===== src/wps_pkg.sv =====
// Package for the weighted phase smoother: sizing constants, datapath
// command and status types. No dependencies.
package wps_pkg;

  // Ring depth; indexing wraps naturally, so keep it a power of two.
  localparam int TAPS   = 8;
  localparam int TapW   = $clog2(TAPS);
  localparam int PhaseW = 16;
  localparam int VarW   = 32;
  localparam int LimW   = 32;

  // Sum of the linear weights TAPS..1.
  localparam int Den    = TAPS * (TAPS + 1) / 2;
  // Bits of |acc| + Den/2.
  localparam int MagW   = PhaseW + $clog2(Den);
  localparam int AccW   = MagW + 1;
  // floor(2^MagW / Den): the quotient estimate is never more than one low.
  localparam int Recip  = (2 ** MagW) / Den;
  localparam int QW     = PhaseW + 1;
  localparam int AvgW   = QW + 1;
  localparam int MulW   = MagW + 1;
  localparam int ProdW  = 2 * MulW;
  localparam int SqW    = 2 * PhaseW + TapW;

  // Plus and minus 180 degrees in 1/128 degree.
  localparam int HalfTurn = 23040;
  localparam int FullTurn = 46080;

  localparam int CfgAddrW = 3;
  localparam logic RegStability = 1'b0;
  localparam logic RegPrecision = 1'b1;

  typedef struct packed {
    logic            load;     // item accepted
    logic            mac;      // weighted sum step
    logic            div_mul;  // reciprocal multiply
    logic            div_fix;  // quotient correction and sign
    logic            sq;       // squared deviation step
    logic            finish;   // form result, update state
    logic [TapW-1:0] k;        // tap counter
  } cmd_t;

  typedef struct packed {
    logic cal;
  } status_t;

endpackage


===== src/wps_if.sv =====
// Handshake channel interfaces for the weighted phase smoother.
// Depends on wps_pkg for field widths.
interface wps_in_if;
  logic                                  valid;
  logic                                  ready;
  logic signed [wps_pkg::PhaseW-1:0]     phase_in;
  logic                                  calibrated;

  modport source (output valid, output phase_in, output calibrated, input ready);
  modport sink   (input valid, input phase_in, input calibrated, output ready);
endinterface

interface wps_out_if;
  logic                                  valid;
  logic                                  ready;
  logic signed [wps_pkg::PhaseW-1:0]     phase_out;
  logic        [wps_pkg::VarW-1:0]       variance;
  logic                                  stable;
  logic                                  valid_res;

  modport source (output valid, output phase_out, output variance, output stable,
                  output valid_res, input ready);
  modport sink   (input valid, input phase_out, input variance, input stable,
                  input valid_res, output ready);
endinterface


===== src/wps_ctrl.sv =====
// Sequencer for the weighted phase smoother: steps the datapath through
// sum, divide, variance and result phases. Depends on wps_pkg.
module wps_ctrl (
  input  logic             clk_i,
  input  logic             rst_ni,
  input  logic             in_valid_i,
  output logic             in_ready_o,
  output logic             out_valid_o,
  input  logic             out_ready_i,
  input  wps_pkg::status_t status_i,
  output wps_pkg::cmd_t    cmd_o
);
  import wps_pkg::*;

  localparam logic [2:0] StIdle = 3'd0;
  localparam logic [2:0] StMac  = 3'd1;
  localparam logic [2:0] StDmul = 3'd2;
  localparam logic [2:0] StDfix = 3'd3;
  localparam logic [2:0] StVar  = 3'd4;
  localparam logic [2:0] StDone = 3'd5;

  logic [2:0]      state_q, state_d;
  logic [TapW-1:0] k_q, k_d;
  logic            out_valid_q, out_valid_d;
  logic            last_tap;

  assign last_tap    = (k_q == TapW'(TAPS - 1));
  assign in_ready_o  = (state_q == StIdle);
  assign out_valid_o = out_valid_q;

  always_comb begin
    state_d     = state_q;
    k_d         = k_q;
    out_valid_d = out_valid_q;
    cmd_o       = '0;
    cmd_o.k     = k_q;
    if (out_valid_q && out_ready_i) begin
      out_valid_d = 1'b0;
    end
    unique case (state_q)
      StIdle: begin
        if (in_valid_i) begin
          cmd_o.load = 1'b1;
          k_d        = '0;
          state_d    = StMac;
        end
      end
      StMac: begin
        if (!status_i.cal) begin
          state_d = StDone;
        end else begin
          cmd_o.mac = 1'b1;
          k_d       = k_q + 1'b1;
          if (last_tap) begin
            state_d = StDmul;
          end
        end
      end
      StDmul: begin
        cmd_o.div_mul = 1'b1;
        state_d       = StDfix;
      end
      StDfix: begin
        cmd_o.div_fix = 1'b1;
        k_d           = '0;
        state_d       = StVar;
      end
      StVar: begin
        cmd_o.sq = 1'b1;
        k_d      = k_q + 1'b1;
        if (last_tap) begin
          state_d = StDone;
        end
      end
      StDone: begin
        if (!out_valid_q || out_ready_i) begin
          cmd_o.finish = 1'b1;
          out_valid_d  = 1'b1;
          state_d      = StIdle;
        end
      end
      default: begin
        state_d = StIdle;
      end
    endcase
  end

  always_ff @(posedge clk_i or negedge rst_ni) begin
    if (!rst_ni) begin
      state_q     <= StIdle;
      k_q         <= '0;
      out_valid_q <= 1'b0;
    end else begin
      state_q     <= state_d;
      k_q         <= k_d;
      out_valid_q <= out_valid_d;
    end
  end

endmodule


===== src/wps_datapath.sv =====
// Datapath of the weighted phase smoother: history ring, shared multiplier,
// accumulators, divider by reciprocal, result registers. Depends on wps_pkg.
module wps_datapath (
  input  logic                              clk_i,
  input  logic                              rst_ni,
  input  wps_pkg::cmd_t                     cmd_i,
  output wps_pkg::status_t                  status_o,
  input  logic signed [wps_pkg::PhaseW-1:0] phase_in_i,
  input  logic                              calibrated_i,
  input  logic        [wps_pkg::LimW-1:0]   stab_limit_i,
  input  logic        [wps_pkg::LimW-1:0]   prec_limit_i,
  output logic signed [wps_pkg::PhaseW-1:0] phase_out_o,
  output logic        [wps_pkg::VarW-1:0]   variance_o,
  output logic                              stable_o,
  output logic                              valid_res_o
);
  import wps_pkg::*;

  logic signed [PhaseW-1:0] hist_q [TAPS];
  logic [TapW-1:0]          slot_q;
  logic                     cal_q;
  logic signed [AccW-1:0]   acc_q;
  logic signed [ProdW-1:0]  prod_q;
  logic signed [AvgW-1:0]   avg_q;
  logic [SqW-1:0]           sq_q;
  logic signed [PhaseW-1:0] last_phase_q;
  logic [VarW-1:0]          last_var_q;
  logic signed [PhaseW-1:0] phase_out_q;
  logic [VarW-1:0]          variance_q;
  logic                     stable_q;
  logic                     valid_res_q;

  logic [TapW-1:0]          rd_idx;
  logic signed [PhaseW-1:0] rd_val;
  logic signed [MulW-1:0]   mul_a, mul_b, diff;
  logic signed [ProdW-1:0]  prod;
  logic                     acc_neg;
  logic signed [AccW-1:0]   acc_abs;
  logic [MagW-1:0]          mag;
  logic [QW-1:0]            q0, q;
  logic [MagW-1:0]          q0_den, rem;
  logic signed [AvgW-1:0]   avg_d;
  logic signed [AvgW-1:0]   wrapped;
  logic [VarW-1:0]          var_new;
  logic                     stable_new;

  assign status_o.cal = cal_q;

  // Newest-first walk for the weighted sum, plain walk for the variance.
  assign rd_idx = cmd_i.mac ? (slot_q - cmd_i.k) : cmd_i.k;
  assign rd_val = hist_q[rd_idx];
  assign diff   = MulW'(rd_val) - MulW'(avg_q);

  assign acc_neg = acc_q[AccW-1];
  assign acc_abs = acc_neg ? -acc_q : acc_q;
  assign mag     = MagW'(acc_abs) + MagW'(Den / 2);

  always_comb begin
    mul_a = '0;
    mul_b = '0;
    if (cmd_i.mac) begin
      mul_a = MulW'(rd_val);
      mul_b = MulW'(TAPS - int'(cmd_i.k));
    end else if (cmd_i.div_mul) begin
      mul_a = signed'({1'b0, mag});
      mul_b = MulW'(Recip);
    end else if (cmd_i.sq) begin
      mul_a = diff;
      mul_b = diff;
    end
  end

  assign prod = mul_a * mul_b;

  // Quotient estimate is at most one low; one compare fixes it.
  assign q0     = prod_q[MagW +: QW];
  assign q0_den = MagW'(q0) * MagW'(Den);
  assign rem    = mag - q0_den;
  assign q      = (rem >= MagW'(Den)) ? q0 + 1'b1 : q0;
  assign avg_d  = acc_neg ? -signed'({1'b0, q}) : signed'({1'b0, q});

  always_comb begin
    wrapped = avg_q;
    if (avg_q > AvgW'(HalfTurn)) begin
      wrapped = avg_q - AvgW'(FullTurn);
    end else if (avg_q < -AvgW'(HalfTurn)) begin
      wrapped = avg_q + AvgW'(FullTurn);
    end
  end

  assign var_new    = VarW'(sq_q >> TapW);
  assign stable_new = var_new < stab_limit_i;

  always_ff @(posedge clk_i or negedge rst_ni) begin
    if (!rst_ni) begin
      for (int i = 0; i < TAPS; i++) begin
        hist_q[i] <= '0;
      end
      slot_q       <= '0;
      last_phase_q <= '0;
      last_var_q   <= '0;
    end else begin
      if (cmd_i.load && calibrated_i) begin
        hist_q[slot_q] <= phase_in_i;
      end
      if (cmd_i.finish && cal_q) begin
        slot_q       <= slot_q + 1'b1;
        last_phase_q <= wrapped[PhaseW-1:0];
        last_var_q   <= var_new;
      end
    end
  end

  always_ff @(posedge clk_i) begin
    if (cmd_i.load) begin
      cal_q <= calibrated_i;
      acc_q <= '0;
      sq_q  <= '0;
    end
    if (cmd_i.mac) begin
      acc_q <= acc_q + AccW'(prod);
    end
    if (cmd_i.div_mul) begin
      prod_q <= prod;
    end
    if (cmd_i.div_fix) begin
      avg_q <= avg_d;
    end
    if (cmd_i.sq) begin
      sq_q <= sq_q + prod[SqW-1:0];
    end
    if (cmd_i.finish) begin
      if (cal_q) begin
        phase_out_q <= wrapped[PhaseW-1:0];
        variance_q  <= var_new;
        stable_q    <= stable_new;
        valid_res_q <= stable_new && (var_new <= prec_limit_i);
      end else begin
        phase_out_q <= last_phase_q;
        variance_q  <= last_var_q;
        stable_q    <= 1'b0;
        valid_res_q <= 1'b0;
      end
    end
  end

  assign phase_out_o = phase_out_q;
  assign variance_o  = variance_q;
  assign stable_o    = stable_q;
  assign valid_res_o = valid_res_q;

endmodule


===== src/weighted_phase_smoother.sv =====
// Top level of the weighted phase smoother: APB register file, sequencer and
// datapath. Depends on wps_pkg, wps_if, wps_ctrl and wps_datapath.
//
// Each item carries a phase reading in 1/128 degree and a calibrated flag. A
// calibrated reading enters an eight-entry ring; the block then forms the
// linearly weighted average (newest weight 8 down to oldest weight 1, divided
// by 36, rounded to nearest with ties away from zero), the mean squared
// deviation of the ring from that average (1/16384 square degree), and the
// average wrapped into plus or minus 180 degrees. stable is set when the
// variance is below the stability limit, valid_res when it is also at or
// below the precision limit. An uncalibrated item changes nothing and returns
// the previous phase and variance with both flags low. One result leaves per
// item. A calibrated item is accepted, then takes the weighted sum through
// the shared multiplier, the divide by reciprocal, the squared deviations
// through the same multiplier and the forming of the result, in that order.
// An uncalibrated item goes from acceptance straight to forming the result.
// The result waits in an output register, so the next item is accepted while
// it is still pending. Limits sit at byte addresses 0 (stability) and 4
// (precision); write them only while the block is idle.
module weighted_phase_smoother (
  input  logic                         clk_i,
  input  logic                         rst_ni,
  wps_in_if.sink                       in_i,
  wps_out_if.source                    out_o,
  input  logic                         psel,
  input  logic                         penable,
  input  logic                         pwrite,
  input  logic [wps_pkg::CfgAddrW-1:0] paddr,
  input  logic [31:0]                  pwdata,
  output logic [31:0]                  prdata,
  output logic                         pready
);
  import wps_pkg::*;

  logic [LimW-1:0] stab_limit_q;
  logic [LimW-1:0] prec_limit_q;
  logic            cfg_wr;
  cmd_t            cmd;
  status_t         status;

  // Register file: pready is tied high, index taken from address bit 2.
  assign pready = 1'b1;
  assign cfg_wr = psel && penable && pwrite;

  always_ff @(posedge clk_i or negedge rst_ni) begin
    if (!rst_ni) begin
      stab_limit_q <= LimW'(409600);
      prec_limit_q <= LimW'(102400);
    end else if (cfg_wr) begin
      unique case (paddr[2])
        RegStability: stab_limit_q <= pwdata;
        RegPrecision: prec_limit_q <= pwdata;
        default: ;
      endcase
    end
  end

  always_comb begin
    unique case (paddr[2])
      RegStability: prdata = stab_limit_q;
      RegPrecision: prdata = prec_limit_q;
      default:      prdata = '0;
    endcase
  end

  // Sequencer: holds the input off while an item is in flight.
  wps_ctrl u_ctrl (
    .clk_i       (clk_i),
    .rst_ni      (rst_ni),
    .in_valid_i  (in_i.valid),
    .in_ready_o  (in_i.ready),
    .out_valid_o (out_o.valid),
    .out_ready_i (out_o.ready),
    .status_i    (status),
    .cmd_o       (cmd)
  );

  // Datapath: ring, shared multiplier, result registers.
  wps_datapath u_dp (
    .clk_i        (clk_i),
    .rst_ni       (rst_ni),
    .cmd_i        (cmd),
    .status_o     (status),
    .phase_in_i   (in_i.phase_in),
    .calibrated_i (in_i.calibrated),
    .stab_limit_i (stab_limit_q),
    .prec_limit_i (prec_limit_q),
    .phase_out_o  (out_o.phase_out),
    .variance_o   (out_o.variance),
    .stable_o     (out_o.stable),
    .valid_res_o  (out_o.valid_res)
  );

endmodule

===== src/flat_wrapper.sv =====
// flat-port wrapper written by rule: the top's interface ports become plain ports
module weighted_phase_smoother_flat import wps_pkg::*;
  (clk_i, rst_ni, psel, penable, pwrite, paddr, pwdata, prdata, pready, in_i_valid, in_i_phase_in, in_i_calibrated, in_i_ready, out_o_valid, out_o_phase_out, out_o_variance, out_o_stable, out_o_valid_res, out_o_ready);
  wps_in_if in_i_i ();
  wps_out_if out_o_i ();
  input  logic clk_i;
  input  logic rst_ni;
  input  logic psel;
  input  logic penable;
  input  logic pwrite;
  input  logic [wps_pkg::CfgAddrW-1:0] paddr;
  input  logic [31:0] pwdata;
  output logic [31:0] prdata;
  output logic pready;
  input wire logic [$bits(in_i_i.valid)-1:0] in_i_valid;
  input wire logic [$bits(in_i_i.phase_in)-1:0] in_i_phase_in;
  input wire logic [$bits(in_i_i.calibrated)-1:0] in_i_calibrated;
  output wire logic [$bits(in_i_i.ready)-1:0] in_i_ready;
  output wire logic [$bits(out_o_i.valid)-1:0] out_o_valid;
  output wire logic [$bits(out_o_i.phase_out)-1:0] out_o_phase_out;
  output wire logic [$bits(out_o_i.variance)-1:0] out_o_variance;
  output wire logic [$bits(out_o_i.stable)-1:0] out_o_stable;
  output wire logic [$bits(out_o_i.valid_res)-1:0] out_o_valid_res;
  input wire logic [$bits(out_o_i.ready)-1:0] out_o_ready;
  assign in_i_i.valid = in_i_valid;
  assign in_i_i.phase_in = in_i_phase_in;
  assign in_i_i.calibrated = in_i_calibrated;
  assign in_i_ready = in_i_i.ready;
  assign out_o_valid = out_o_i.valid;
  assign out_o_phase_out = out_o_i.phase_out;
  assign out_o_variance = out_o_i.variance;
  assign out_o_stable = out_o_i.stable;
  assign out_o_valid_res = out_o_i.valid_res;
  assign out_o_i.ready = out_o_ready;
  weighted_phase_smoother u_core (.clk_i(clk_i), .rst_ni(rst_ni), .in_i(in_i_i), .out_o(out_o_i), .psel(psel), .penable(penable), .pwrite(pwrite), .paddr(paddr), .pwdata(pwdata), .prdata(prdata), .pready(pready));
endmodule

===== config.mk =====
export PLATFORM = sky130hd
export DESIGN_NAME = weighted_phase_smoother_flat
export DESIGN_NICKNAME = d
export VERILOG_FILES = /design/src/wps_pkg.sv /design/src/wps_if.sv /design/src/wps_ctrl.sv /design/src/wps_datapath.sv /design/src/weighted_phase_smoother.sv /design/src/flat_wrapper.sv
export SDC_FILE = /design/constraint.sdc
export NUM_CORES = 2
export LEC_CHECK = 0
export BUFFER_PORTS_ARGS = -buffer_cell sky130_fd_sc_hd__buf_2
export CAP_MARGIN = 20
export CORE_UTILIZATION = 50
export DETAILED_ROUTE_END_ITERATION = 8
export GPL_TIMING_DRIVEN = 0
export PLACE_DENSITY = 0.8
export SYNTH_ARGS = -nofsm -noshare
export SYNTH_HDL_FRONTEND = slang
export SYNTH_HIERARCHICAL = 1
export SYNTH_SLANG_ARGS = --single-unit

===== constraint.sdc =====
create_clock -name clk_i -period 13.6 [get_ports clk_i]
set_clock_uncertainty 0.1 [all_clocks]
set_input_delay 0.68 -clock clk_i [delete_from_list [all_inputs] [get_ports clk_i]]
set_output_delay 0.68 -clock clk_i [all_outputs]
set_load 0.02 [all_outputs]

==> impl_metrics.toml <==
[layout]
area_delta_synth_final_pct = 12.46
layout_commonest_cell = "inv_1"
diodes = 0
nets = 5614
drive_gt1_share_pct = 18.62
final_cell_mix = "784 x inv_1, 499 x nand2_1, 487 x fa_1"
fin_area_mm2 = 0.04868

[setup_path]
crit_required_ps = 13830
path_class = "reg2reg"
endpoint_kind = "register"
worstPathArrival_ps = 13490
cp_num_buf_inv = 13
crit_top_cell = "inv_1"
cp_slowest_cell = "fa_1"
path_max_fanout = 10
slowest_delay_ps = 560
cp-start-kind = "register"
cp_top_family = "adder cells"

[cts]
clkLatencyLatePin_ps = 600
clk_pin_slew_ps = 60
clockBufferDepth = 3
tritoncts = "built"
htree_num_levels = 2
cts-root-buf = "clkbuf_16"
cts_buffers = 43
clkSinkCount = 394

[floorplan]
core-area_mm2 = 0.08541
initial_core_util_pct = 50.67
dieHeight_um = 296.2
die_w_um = 296.2
ioPinCount = 144
die_area_mm2 = 0.08775
num_rows = 107

[global_routing]
grt_max_degree = 126
antenna_found_initial = 4
grt_pass1_vias = 34779
globalRouteTotalUtil_pct = 29.70
grt.overflow.total = 0
grt_pass1_wl_um = 198400

[placement]
dp_slack_ps = -3397
gp_congestion = 1.005
dpl.hpwl_um = 101100
postPlaceCellArea_mm2 = 0.04559
port_buffers = 139

[detailed_routing]
vias_per_cell = 5.792
avgRoutedWirePerCell_um = 21.69
drt-pass1-iter-count = 7
ant_nets = 0
drcViolationCount = 0
wl_um = 128600
vias = 34348
drt-initial-drc-count = 3243

[synthesis]
avgSynthCellArea_um2 = 9.631
yosys_most_used_dff = "dfrtp_1"
synthArstFlopShare_pct = 63.45
syn_inst = 4494
synth_cell_types = 102
synth_edf_count = 144
yosysSeqAreaShare_pct = 24.46
synthesis.nets = 5357
netlist_area_mm2 = 0.04328
synth_xor_area_share_pct = 4.145
synth-simple-area-share_pct = 13.05
synth_top_family_by_area = "adder cells"
synth_compound_area_share_pct = 9.357
synth_adder_area_share_pct = 31.71
synth.area.mux_share_pct = 8.912
yosys_warnings = 6
ys_seq_elements = 394

[status]
status = "finished, final reports clean"

[sta]
period_minus_slack_ps = 13260
slew_violations = 0
setup_viol = 0
holdWs_ps = 228.5
worstMarginPinSlew_ps = 1152
hold_violations = 0
period_share_pct = 97.47
setup_slack_ps = 344.4
slew_headroom_pct = 22.42
fmax_mhz = 75.44

[worst_hold_path]
worst_hold_path_type = "in2reg"

[job]
max_cap_viol_count = 0
## kinds of logic (layout without fill, tap and decap cells)
logic type      after synthesis  in the layout
buf+inv                     950           1242
flops                       394            394
xor+xnor                    200            200
simple gates               1205           1205
compound gates              606            606
fa+ha+maj                   804            804
mux                         334            334
other cells                   1              1
## sequential cells by signal, summed over array words and instances, names as in the netlist, 17 cells and up
register / flops
u_core/u_dp/hist_q: 128
u_core/u_dp/sq_q: 35
u_core/prec_limit_q: 32
u_core/stab_limit_q: 32
u_core/u_dp/last_var_q: 32
u_core/u_dp/variance_o: 32
u_core/u_dp/acc_q: 23
u_core/u_dp/avg_q: 18
u_core/u_dp/prod_q: 17
## per-stage QoR
step           setup TNS, ps  utilization [%]  std cells
2_1_floorplan              0                -       4494
3_3_place_gp          -94630            53.16       5777
3_5_place_dp          -69670            53.38       5790
4_1_cts                    0            56.12       5899
5_1_grt               -84.01            56.99       5930
6_report                   0            56.99       5930
## final timing paths
kind	from	endpoint	slack (ps)	cells past startpoint
setup / recovery	u_core/u_dp/slot_q[0]	u_core/u_dp/sq_q[34]	340	56
hold / removal	in_i_calibrated	u_core/u_dp/status_o	230	1
setup reg to reg	u_core/u_dp/slot_q[0]	u_core/u_dp/sq_q[34]	340	56
hold reg to reg	u_core/u_dp/last_phase_q[8]	u_core/u_dp/last_phase_q[8]	390	2
max in group asynchronous	rst_ni	u_core/stab_limit_q[5]	12160	3
min in group asynchronous	rst_ni	u_core/u_ctrl/state_q[1]	410	2
## synthesized netlist by cell type (12+ instances only)
library cell	count	area, µm²
a211oi_1	37	277.8
a21o_1	54	405.4
a21oi_1	162	810.8
a31oi_1	38	237.7
and2_1	83	519.3
and3_1	27	168.9
buf_2	13	65.06
clkbuf_1	127	476.7
dfrtp_1	244	6106
edfxtp_1	144	4324
fa_1	488	9769
ha_1	316	3954
inv_1	787	2954
mux2_2	288	3243
mux2_4	30	450.4
mux2i_1	13	130.1
nand2_1	510	1914
nand2b_1	42	262.8
nand3_1	76	380.4
nand4_1	22	137.6
nor2_1	252	945.9
nor2b_1	35	219.0
nor3_1	59	295.3
nor4_1	13	81.33
o211ai_1	12	90.09
o21a_1	30	225.2
o21ai_0	102	510.5
o21bai_1	20	150.1
o31a_1	12	105.1
o31ai_1	14	105.1
or2_2	14	87.58
or3_1	17	106.4
xnor2_1	139	1217
xor2_1	58	508.0
## repair_timing
| action | 4_1_cts | 5_1_grt |
|---|---|---|
| pin swaps | 17 | 27 |
| hold endpoints to repair | 10 | 0 |
| hold buffers | 1 | 0 |
| gates resized for setup | 185 | 155 |
| setup buffers | 32 | 34 |
| setup endpoints to repair | 49 | 14 |
## per-layer routing
| layer | wire, µm | track usage [%] | vias to the layer above |
|---|---|---|---|
| met5 | 13 | 0 | - |
| met4 | 8054 | 16.03 | 2 |
| met3 | 10800 | 5.359 | 406 |
| met2 | 59250 | 47.24 | 1568 |
| met1 | 50490 | 38.57 | 17144 |
| li1 | - | - | 15228 |
## area by class of cell
cell class	count	area [µm²]
inverter	792	2985
fill	7307	36740
sequential	394	10590
tap	1144	1431
buffer	151	825.8
timing repair buffer	219	1401
clock inverter	19	172.7
multi-input combinational	3150	30050
clock buffer	61	1216
Power is left out: the tool's default activity adds up to more than one toggle a clock period on the data nets, which glitch-free logic cannot reach.
